## config.mk

```make
export PLATFORM = sky130hd
export DESIGN_NAME = windowed_least_loaded_placer
export DESIGN_NICKNAME = d
export VERILOG_FILES = /design/src/rtl/wllp_pkg.sv /design/src/rtl/windowed_least_loaded_placer.sv
export SDC_FILE = /design/constraint.sdc
export NUM_CORES = 2
export LEC_CHECK = 0
export BUFFER_PORTS_ARGS = -buffer_cell sky130_fd_sc_hd__buf_2
export CAP_MARGIN = 20
export CORE_ASPECT_RATIO = 1.2
export CORE_MARGIN = 10
export CORE_UTILIZATION = 55
export CTS_CLUSTER_SIZE = 12
export DETAILED_ROUTE_END_ITERATION = 8
export PLACE_DENSITY = 0.72
export SLEW_MARGIN = 20
export SYNTH_ARGS = -nofsm -noshare
export SYNTH_HDL_FRONTEND = slang
export SYNTH_SLANG_ARGS = --single-unit
```

## constraint.sdc

```tcl
create_clock -name clk -period 5.9 [get_ports clk]
set_clock_uncertainty 0.2 [all_clocks]
set_input_delay 1.77 -clock clk [delete_from_list [all_inputs] [get_ports clk]]
set_output_delay 1.77 -clock clk [all_outputs]
set_load 0.02 [all_outputs]
```

## src/rtl/wllp_pkg.sv

```systemverilog
// ----------------------------------------------------------------------------
// wllp_pkg
// Shared codes and field widths for the windowed least-loaded placer.
// ----------------------------------------------------------------------------
`default_nettype none

package wllp_pkg;

  // Result status codes
  typedef logic [1:0] status_t;
  localparam status_t STAT_PLACED   = 2'd0;
  localparam status_t STAT_BAD_HOME = 2'd1;
  localparam status_t STAT_FULL     = 2'd2;

  // Configuration register indexes
  localparam int unsigned CFG_IDX_W = 2;
  typedef logic [CFG_IDX_W-1:0] cfg_idx_t;
  localparam cfg_idx_t REG_NUM_BUCKETS  = 2'd0;
  localparam cfg_idx_t REG_WINDOW_REACH = 2'd1;

  // Fixed field widths
  localparam int unsigned CFG_DATA_W = 7;
  localparam int unsigned NB_W       = 7;
  localparam int unsigned REACH_W    = 6;
  localparam int unsigned HOME_W     = 16;
  localparam int unsigned CHOSEN_W   = 6;
  localparam int unsigned FILL_OUT_W = 16;
  localparam int unsigned COUNT_W    = 32;
  localparam int unsigned WASTE_W    = 22;

  // Power-on value of the bucket count register
  localparam logic [NB_W-1:0] NB_RESET = 7'd64;

endpackage

`default_nettype wire

```

## src/rtl/windowed_least_loaded_placer.sv

```systemverilog
// ----------------------------------------------------------------------------
// windowed_least_loaded_placer
// Places each item in the least-filled bucket within a window around its
// home bucket; keeps bucket fills in a synchronous RAM and running totals.
// ----------------------------------------------------------------------------
//  channel   ports                              transaction
//  input     start, busy, in_home_bucket        start & !busy at rising edge
//  result    out_valid, out_*                   one-cycle strobe, no backpressure
//  config    cfg_we, cfg_index, cfg_wdata       cfg_we at rising edge
//
//  A valid item goes from accept through S_SCAN, S_DRAIN, S_DECIDE, S_CALC
//  and S_OUT to the strobe: the RAM is read once per cycle over the window,
//  then one write-back and a multiply stage for the waste total. An
//  out-of-range item goes through S_CALC and S_OUT only. After reset the
//  fill RAM is cleared, one entry a cycle over all MAX_BUCKETS entries, with
//  busy high. Writing num_buckets starts a sum sweep over the buckets in use,
//  busy high. Results cannot stall.
// ----------------------------------------------------------------------------
`default_nettype none

module windowed_least_loaded_placer
  import wllp_pkg::*;
#(
  parameter int unsigned MAX_BUCKETS = 64,
  parameter int unsigned FILL_BITS   = 16
) (
  input  wire logic                  clk,
  input  wire logic                  rst_n,
  // command input
  input  wire logic                  start,
  output logic                       busy,
  input  wire logic [HOME_W-1:0]     in_home_bucket,
  // results
  output logic                       out_valid,
  output logic [1:0]                 out_status,
  output logic [CHOSEN_W-1:0]        out_chosen_bucket,
  output logic [FILL_OUT_W-1:0]      out_new_fill,
  output logic [FILL_OUT_W-1:0]      out_highest_fill,
  output logic [COUNT_W-1:0]         out_valid_total,
  output logic [COUNT_W-1:0]         out_invalid_total,
  output logic [WASTE_W-1:0]         out_wasted_total,
  // configuration
  input  wire logic                  cfg_we,
  input  wire logic [CFG_IDX_W-1:0]  cfg_index,
  input  wire logic [CFG_DATA_W-1:0] cfg_wdata
);

  // Derived widths
  localparam int unsigned AW    = (MAX_BUCKETS > 1) ? $clog2(MAX_BUCKETS) : 1;
  localparam int unsigned NW    = $clog2(MAX_BUCKETS + 1);
  localparam int unsigned FB    = FILL_BITS;
  localparam int unsigned CMPW  = (NW > NB_W) ? NW : NB_W;
  localparam int unsigned SW    = ((AW > REACH_W) ? AW : REACH_W) + 1;
  localparam int unsigned PW    = NW + FB;
  localparam int unsigned XW    = (PW > WASTE_W) ? PW : WASTE_W;
  localparam logic [FB-1:0] FILL_CAP  = {FB{1'b1}};
  localparam logic [XW-1:0] WASTE_MAX = XW'({WASTE_W{1'b1}});

  // Sequencer states
  localparam logic [2:0] S_CLEAR  = 3'd0;
  localparam logic [2:0] S_IDLE   = 3'd1;
  localparam logic [2:0] S_SWEEP  = 3'd2;
  localparam logic [2:0] S_SCAN   = 3'd3;
  localparam logic [2:0] S_DRAIN  = 3'd4;
  localparam logic [2:0] S_DECIDE = 3'd5;
  localparam logic [2:0] S_CALC   = 3'd6;
  localparam logic [2:0] S_OUT    = 3'd7;

  logic [2:0]         state_r, state_nxt;
  logic [NB_W-1:0]    nb_r;
  logic [REACH_W-1:0] reach_r;
  logic               sweep_pend_r;
  logic               sweep_mode_r;

  logic [AW-1:0]      cnt_r, cnt_nxt;
  logic [REACH_W-1:0] d_r, d_nxt;
  logic               side_r, side_nxt;
  logic [AW-1:0]      home_r;

  logic [FB-1:0]      mem [MAX_BUCKETS];
  logic [FB-1:0]      rd_data_r;
  logic               rd_ok_r;
  logic               rd_first_r;
  logic [AW-1:0]      rd_addr_r;

  logic [AW-1:0]      best_r;
  logic [FB-1:0]      best_fill_r;
  logic [FB-1:0]      peak_r;
  logic [PW-1:0]      sum_r;
  logic [PW-1:0]      prod_r;
  logic [COUNT_W-1:0] valid_cnt_r, invalid_cnt_r;

  logic [1:0]         res_status_r;
  logic [AW-1:0]      res_chosen_r;
  logic [FB-1:0]      res_fill_r;

  // Buckets in use: register value capped at the built size
  logic [CMPW-1:0] nb_ext;
  logic [NW-1:0]   n_used;
  assign nb_ext = CMPW'(nb_r);
  assign n_used = (nb_ext > CMPW'(MAX_BUCKETS)) ? NW'(MAX_BUCKETS) : NW'(nb_ext);

  // Home range check on the raw input
  logic home_ok;
  assign home_ok = !in_home_bucket[HOME_W-1] &&
                   (in_home_bucket < HOME_W'(n_used));

  logic accept;
  assign busy   = (state_r != S_IDLE) || sweep_pend_r;
  assign accept = start && !busy;

  // Window scan address: home, then left/right at growing distance
  logic [SW-1:0] right_sum;
  logic          issue_ok, issue_last, issuing;
  logic [AW-1:0] raddr;
  assign right_sum = SW'(home_r) + SW'(d_r);

  always_comb begin
    issue_ok   = 1'b0;
    issue_last = 1'b0;
    issuing    = 1'b0;
    raddr      = cnt_r;
    unique case (state_r)
      S_SWEEP: begin
        issuing    = 1'b1;
        issue_ok   = (n_used != '0);
        issue_last = (n_used == '0) || ((NW'(cnt_r) + NW'(1)) == n_used);
        raddr      = cnt_r;
      end
      S_SCAN: begin
        issuing    = 1'b1;
        issue_last = (d_r == reach_r) && ((d_r == '0) || side_r);
        if (d_r == '0) begin
          issue_ok = 1'b1;
          raddr    = home_r;
        end else if (!side_r) begin
          issue_ok = SW'(d_r) <= SW'(home_r);
          raddr    = AW'(SW'(home_r) - SW'(d_r));
        end else begin
          issue_ok = right_sum < SW'(n_used);
          raddr    = AW'(right_sum);
        end
      end
      default: begin
      end
    endcase
  end

  // Write-back port: clearing pass or placement
  logic          full;
  logic          mem_we;
  logic [AW-1:0] mem_waddr;
  logic [FB-1:0] mem_wdata;
  logic [FB-1:0] fill_inc;
  assign full     = (best_fill_r == FILL_CAP);
  assign fill_inc = best_fill_r + FB'(1);

  always_comb begin
    mem_we    = 1'b0;
    mem_waddr = cnt_r;
    mem_wdata = '0;
    if (state_r == S_CLEAR) begin
      mem_we = 1'b1;
    end else if ((state_r == S_DECIDE) && !full) begin
      mem_we    = 1'b1;
      mem_waddr = best_r;
      mem_wdata = fill_inc;
    end
  end

  // Fill RAM, one write and one registered read port
  always_ff @(posedge clk) begin
    if (mem_we) begin
      mem[mem_waddr] <= mem_wdata;
    end
    rd_data_r <= mem[raddr];
  end

  // Next-state and counter logic
  always_comb begin
    state_nxt = state_r;
    cnt_nxt   = cnt_r;
    d_nxt     = d_r;
    side_nxt  = side_r;
    unique case (state_r)
      S_CLEAR: begin
        cnt_nxt = cnt_r + AW'(1);
        if (cnt_r == AW'(MAX_BUCKETS - 1)) begin
          state_nxt = S_IDLE;
        end
      end
      S_IDLE: begin
        cnt_nxt = '0;
        d_nxt   = '0;
        side_nxt = 1'b0;
        priority if (sweep_pend_r) begin
          state_nxt = S_SWEEP;
        end else if (accept) begin
          state_nxt = home_ok ? S_SCAN : S_CALC;
        end else begin
          state_nxt = S_IDLE;
        end
      end
      S_SWEEP: begin
        cnt_nxt = cnt_r + AW'(1);
        if (issue_last) begin
          state_nxt = S_DRAIN;
        end
      end
      S_SCAN: begin
        if (d_r == '0) begin
          d_nxt    = REACH_W'(1);
          side_nxt = 1'b0;
        end else if (!side_r) begin
          side_nxt = 1'b1;
        end else begin
          d_nxt    = d_r + REACH_W'(1);
          side_nxt = 1'b0;
        end
        if (issue_last) begin
          state_nxt = S_DRAIN;
        end
      end
      S_DRAIN:  state_nxt = sweep_mode_r ? S_IDLE : S_DECIDE;
      S_DECIDE: state_nxt = S_CALC;
      S_CALC:   state_nxt = S_OUT;
      S_OUT:    state_nxt = S_IDLE;
      default:  state_nxt = S_IDLE;
    endcase
  end

  // Waste from n*peak minus the sum of fills in use, saturated
  logic [PW-1:0] diff;
  logic [XW-1:0] diff_ext;
  logic [WASTE_W-1:0] waste;
  assign diff     = prod_r - sum_r;
  assign diff_ext = XW'(diff);
  assign waste    = (diff_ext > WASTE_MAX) ? WASTE_W'(WASTE_MAX) : WASTE_W'(diff_ext);

  // Control registers
  always_ff @(posedge clk) begin
    if (!rst_n) begin
      state_r       <= S_CLEAR;
      cnt_r         <= '0;
      d_r           <= '0;
      side_r        <= 1'b0;
      nb_r          <= NB_RESET;
      reach_r       <= '0;
      sweep_pend_r  <= 1'b0;
      sweep_mode_r  <= 1'b0;
      rd_ok_r       <= 1'b0;
      peak_r        <= '0;
      sum_r         <= '0;
      valid_cnt_r   <= '0;
      invalid_cnt_r <= '0;
      out_valid     <= 1'b0;
    end else begin
      state_r   <= state_nxt;
      cnt_r     <= cnt_nxt;
      d_r       <= d_nxt;
      side_r    <= side_nxt;
      rd_ok_r   <= issuing && issue_ok;
      out_valid <= (state_r == S_OUT);

      // configuration writes
      if (cfg_we) begin
        if (cfg_index == REG_NUM_BUCKETS) begin
          nb_r <= cfg_wdata[NB_W-1:0];
        end else if (cfg_index == REG_WINDOW_REACH) begin
          reach_r <= cfg_wdata[REACH_W-1:0];
        end
      end

      // a new bucket count needs a fresh fill sum; taken when idle
      if (cfg_we && (cfg_index == REG_NUM_BUCKETS)) begin
        sweep_pend_r <= 1'b1;
      end else if ((state_r == S_IDLE) && sweep_pend_r) begin
        sweep_pend_r <= 1'b0;
      end

      if ((state_r == S_IDLE) && sweep_pend_r) begin
        sweep_mode_r <= 1'b1;
        sum_r        <= '0;
      end else if ((state_r == S_IDLE) && accept) begin
        sweep_mode_r <= 1'b0;
        if (home_ok) begin
          valid_cnt_r <= valid_cnt_r + COUNT_W'(1);
        end else begin
          invalid_cnt_r <= invalid_cnt_r + COUNT_W'(1);
        end
      end else if (rd_ok_r && sweep_mode_r) begin
        sum_r <= sum_r + PW'(rd_data_r);
      end else if ((state_r == S_DECIDE) && !full) begin
        sum_r <= sum_r + PW'(1);
        if (fill_inc > peak_r) begin
          peak_r <= fill_inc;
        end
      end
    end
  end

  // Datapath registers
  always_ff @(posedge clk) begin
    rd_first_r <= (state_r == S_SCAN) && (d_r == '0);
    rd_addr_r  <= raddr;

    // running minimum, strictly lower wins
    if (rd_ok_r && !sweep_mode_r && (rd_first_r || (rd_data_r < best_fill_r))) begin
      best_r      <= rd_addr_r;
      best_fill_r <= rd_data_r;
    end

    if ((state_r == S_IDLE) && accept) begin
      home_r       <= AW'(in_home_bucket);
      res_status_r <= home_ok ? STAT_PLACED : STAT_BAD_HOME;
      res_chosen_r <= '0;
      res_fill_r   <= '0;
    end else if (state_r == S_DECIDE) begin
      if (full) begin
        res_status_r <= STAT_FULL;
      end else begin
        res_status_r <= STAT_PLACED;
        res_chosen_r <= best_r;
        res_fill_r   <= fill_inc;
      end
    end

    if (state_r == S_CALC) begin
      prod_r <= PW'(n_used) * PW'(peak_r);
    end

    // result registers
    if (state_r == S_OUT) begin
      out_status        <= res_status_r;
      out_chosen_bucket <= CHOSEN_W'(res_chosen_r);
      out_new_fill      <= FILL_OUT_W'(res_fill_r);
      out_highest_fill  <= FILL_OUT_W'(peak_r);
      out_valid_total   <= valid_cnt_r;
      out_invalid_total <= invalid_cnt_r;
      out_wasted_total  <= waste;
    end
  end

  // Assertions
  a_strobe_idle: assert property (@(posedge clk) disable iff (!rst_n)
    out_valid |-> (state_r == S_IDLE))
    else $error("result strobe outside idle");

  a_no_write_in_scan: assert property (@(posedge clk) disable iff (!rst_n)
    (state_r == S_SCAN || state_r == S_SWEEP) |-> !mem_we)
    else $error("fill write during window or sum read");

  a_accept_busy: assert property (@(posedge clk) disable iff (!rst_n)
    accept |=> busy)
    else $error("busy not raised after accept");

  a_unplaced_zero: assert property (@(posedge clk) disable iff (!rst_n)
    (out_valid && (out_status != STAT_PLACED)) |->
      ((out_chosen_bucket == '0) && (out_new_fill == '0)))
    else $error("unplaced item reports a bucket");

  a_peak_monotonic: assert property (@(posedge clk) disable iff (!rst_n)
    $past(rst_n) |-> (peak_r >= $past(peak_r)))
    else $error("highest fill decreased");

endmodule

`default_nettype wire
```

==> flow_summary.toml <==
[power]
power.ir.vdd_worst_uv = 396
comb_power_share = 0.289
powerDensity_nw_per_um2 = 405
internal_power_mw = 18.2
switchingPower_mw = 9.27
totalPowerFinal_mw = 27.5
power.clock.fraction = 0.297
power.share.switching = 0.337
p_leak_nw = 24.9
power_frac_seq = 0.415

[global_route]
grt.total_usage = 0.253
globalRoute.totalOverflow = 0
grt_first_pass_wirelength_um = 241000
maximum_number_of_pins_on_one_net_before_global_route_repair = 156
antenna_found_initial = 5
first_global_vias = 39653

[clock_network]
max-clock-path-buffers = 3
number_of_buffers_created_by_cts = 138
h-tree-depth = 4
clock_insertion_delay_at_the_later_pin_of_the_skew_report_ns = 0.76
postCtsHoldBufs = 0
numClockSinks = 1384
clock_tree.root_cell = "sky130_fd_sc_hd__clkbuf_16"
cts_tree = "yes"
path_clk_slew_ns = 0.06

[synth]
seq_area_frac_synth = 0.652
synth_top_cell_area_share = 0.592
ys_warn_count = 0
avgSynthCellArea_um2 = 12.0
post_synth_instance_area_um2 = 61000
synthesis.nets = 5320
top_cell_type_by_total_area_after_synthesis = "sky130_fd_sc_hd__edfxtp_1"
synth.ff_latch_count = 1384
number_of_flops_mapped_to_enable_cells_by_yosys = 1203
post_synth_num_cell_types = 68
post_synth_main_area_contributors = "sky130_fd_sc_hd__edfxtp_1 (59%), sky130_fd_sc_hd__nand2_1 (6.5%), sky130_fd_sc_hd__dfxtp_1 (5.9%)"
syn-instance-count = 5078
synthArstFlopShare = 0
synth_flop_cell = "sky130_fd_sc_hd__edfxtp_1"

[floorplanning]
std_cell_rows = 133
core_area_um2 = 110000
die_boundary_height_um = 385
boundaryPins = 157
start_util = 0.555
die_wd_um = 324
die_area_um2 = 125000

[detailed_routing]
route.antenna.remaining_nets = 0
first_iter_violations = 4672
detail_route.first_pass.iterations = 6
detail_route.wirelength_um = 160000
dr_total_vias = 41053
routedWlPerCell_um = 23.7
drc = 0
drt-vias-per-instance = 6.08

[worst_setup_path]
regToRegStartpoint = "nb_ext[6]$_SDFFE_PN1P_"
r2r-end = "prod_r[21]$_DFFE_PN_"
register_to_register_setup_slack_ns = 0.27
timing.critical_path.to_type = "flop"
crit_path_start_kind = "flop"
worst_endpoint_required_time_ns = 6.22
critPathKind = "flop to flop"
arrival_ns = 5.95
worst_r2r_path_depth = 15
path_max_fanout = 10

[placement]
gp_congestion = 0.896
port-buffer-count = 156
hpwlAfterDp_um = 99700

[sta]
post_route_setup_tns_ns = 0
final_max_slew_viol_count = 0
grt_setup_unrepaired = "no"
timing.final.crit_share = 0.954
achievable-frequency_ghz = 0.178
worst-slew-pin-transition_ns = 1.23
final.min_clock_period_ns = 5.63
timing_hold_violations_final = 0
maxSlewHeadroom = 0.181
setup_violations = 0

[hold_path]
hold_path_end = "best_r[0]$_DFFE_PP_"
worstHoldPathCells = 0
timing.hold.worst.start = "rd_addr_r[0]$_DFF_P_"
hold_class = "flop to flop"

[final_layout]
area.growth.synth_to_final_pct = 11.4
drive_above_1_share = 0.105
design.final.nets = 5508
fillerInstances = 8203
finish.utilization = 0.619

[outcome]
status = "finished, final reports clean"

[run]
max_cap_viol_count = 0
-- state kept, by name, indices dropped and copies added, names as in the netlist, 7 cells and up --
signal,cells
out_invalid_total,32
out_valid_total,32
nb_ext,7
sum_r,23
valid_cnt_r,32
res_fill_r,16
out_wasted_total,22
mem,1024
invalid_cnt_r,32
out_highest_fill,16
rd_data_r,16
out_new_fill,16
best_fill_r,16
peak_r,16
prod_r,23
-- timing repair --
item | in CTS | in global routing
gates resized for setup | 1 | 4
setup endpoints to repair | 1 | 1
setup buffers | 0 | 0
cloned | 0 | 0
-- cells in the final DEF (no fill, tap or decap), types with 21 or more instances in the layout --
master                      instances
sky130_fd_sc_hd__nor3_1            30
sky130_fd_sc_hd__edfxtp_1        1203
sky130_fd_sc_hd__nand4_1           32
sky130_fd_sc_hd__clkbuf_1          48
sky130_fd_sc_hd__and2_1            29
sky130_fd_sc_hd__nand2_1         1062
sky130_fd_sc_hd__a21o_1            41
sky130_fd_sc_hd__inv_1            172
sky130_fd_sc_hd__xnor2_1           98
sky130_fd_sc_hd__a311oi_1          52
sky130_fd_sc_hd__o21ai_0           45
sky130_fd_sc_hd__and3_1            90
sky130_fd_sc_hd__nor4_1            29
sky130_fd_sc_hd__a31oi_1           24
sky130_fd_sc_hd__a311o_1           31
sky130_fd_sc_hd__a21oi_1          104
sky130_fd_sc_hd__nand2b_1          21
sky130_fd_sc_hd__nand3_1          634
sky130_fd_sc_hd__ha_1             140
sky130_fd_sc_hd__mux2i_1          114
sky130_fd_sc_hd__buf_4            157
sky130_fd_sc_hd__dfxtp_1          181
sky130_fd_sc_hd__xor2_1            42
sky130_fd_sc_hd__buf_2            156
sky130_fd_sc_hd__fa_1              73
sky130_fd_sc_hd__a211oi_1          57
sky130_fd_sc_hd__clkbuf_16        142
sky130_fd_sc_hd__nor2_1           287
-- final cells by class --
class	instances	area (µm²)	area share
multi-input cells	3235	19500	0.287
clock buffers	193	3770	0.0555
repair buffers	325	2190	0.0322
clock inverters	18	273	0.00401
inverters	182	708	0.0104
well taps	1417	1770	0.0261
flip-flops and latches	1384	39700	0.585
diodes	3	7.51	0.000110
-- cell families (layout without fill, tap and decap cells) --
| family | Yosys count | count (layout) | synth area share |
|---|---|---|---|
| AOI/OAI and AO/OA | 445 | 445 | 0.0512 |
| xor gates and xnor gates | 141 | 141 | 0.0202 |
| adders and majority gates | 213 | 213 | 0.0527 |
| buffers and inverters | 459 | 718 | 0.0307 |
| DFF | 1384 | 1384 | 0.652 |
| muxes | 134 | 134 | 0.0255 |
| other | 0 | 3 | 0 |
| and+or+nand+nor | 2302 | 2302 | 0.168 |
-- how the worst max path moves through the flow --
stage          cells after the start              endpoint  slack (ns)                   start
2_1_floorplan                     20  prod_r[21]$_DFFE_PN_        0.46  nb_ext[6]$_SDFFE_PN1P_
3_3_place_gp                      15  prod_r[21]$_DFFE_PN_        0.30  nb_ext[6]$_SDFFE_PN1P_
3_5_place_dp                      15  prod_r[21]$_DFFE_PN_        0.09  nb_ext[6]$_SDFFE_PN1P_
4_1_cts                           15  prod_r[21]$_DFFE_PN_        0.18  nb_ext[6]$_SDFFE_PN1P_
5_1_grt                           17  prod_r[21]$_DFFE_PN_       0.004  nb_ext[6]$_SDFFE_PN1P_
6_report                          15  prod_r[21]$_DFFE_PN_        0.27  nb_ext[6]$_SDFFE_PN1P_
-- routing by layer --
layer	GRT usage	wire length [µm]	up-vias
met3	0.0458	13100	426
met4	0.125	8280	4
met2	0.417	77400	1992
li1	-	-	18580
met1	0.322	61200	20051
met5	0	26	-
-- synth_stat cells (73+ instances only) --
cell type                  count
sky130_fd_sc_hd__a21oi_1     105
sky130_fd_sc_hd__and3_1       91
sky130_fd_sc_hd__buf_2        73
sky130_fd_sc_hd__clkbuf_1    169
sky130_fd_sc_hd__dfxtp_1     181
sky130_fd_sc_hd__edfxtp_1   1203
sky130_fd_sc_hd__fa_1         73
sky130_fd_sc_hd__ha_1        140
sky130_fd_sc_hd__inv_1       178
sky130_fd_sc_hd__mux2i_1     114
sky130_fd_sc_hd__nand2_1    1062
sky130_fd_sc_hd__nand3_1     635
sky130_fd_sc_hd__nor2_1      289
sky130_fd_sc_hd__xnor2_1      99
-- through the flow --
step                hold slack [ns]  instance area, µm²  cells  setup slack (ns)
floorplan                     0.186               61000   5078             0.462
global placement              0.187               63900   6542             0.305
detailed placement            0.189               63900   6542            0.0899
CTS                           0.204               68000   6753             0.177
global route                  0.209               68000   6756           0.00390
finish                        0.206               68000   6757             0.271
-- power by group through the flow --
| stage | Sequential, mW | Combinational [mW] | Clock [mW] |
|---|---|---|---|
| finish | 11.4 | 7.95 | 8.16 |
| global route | 11.4 | 8.57 | 8.60 |
| CTS | 11.4 | 7.88 | 8.24 |
| detailed placement | 11.6 | 7.85 | 0 |
| global placement | 11.6 | 7.71 | 0 |
| floorplan | 11.5 | 5.25 | 0 |
-- critical path: stages (launching register included) --
cell,delay [ns]
sky130_fd_sc_hd__dfxtp_1,0.60
sky130_fd_sc_hd__nor2b_1,0.12
sky130_fd_sc_hd__inv_1,0.33
sky130_fd_sc_hd__nor2_1,0.10
sky130_fd_sc_hd__fa_1,0.50
sky130_fd_sc_hd__fa_1,0.52
sky130_fd_sc_hd__fa_1,0.50
sky130_fd_sc_hd__inv_1,0.05
sky130_fd_sc_hd__fa_1,0.47
sky130_fd_sc_hd__inv_1,0.04
sky130_fd_sc_hd__ha_1,0.22
sky130_fd_sc_hd__a2111oi_1,0.73
sky130_fd_sc_hd__nor4_1,0.18
sky130_fd_sc_hd__o21ai_0,0.30
sky130_fd_sc_hd__a21oi_1,0.16
sky130_fd_sc_hd__a311o_1,0.37
No activity file was read; power rests on OpenSTA's default activity.
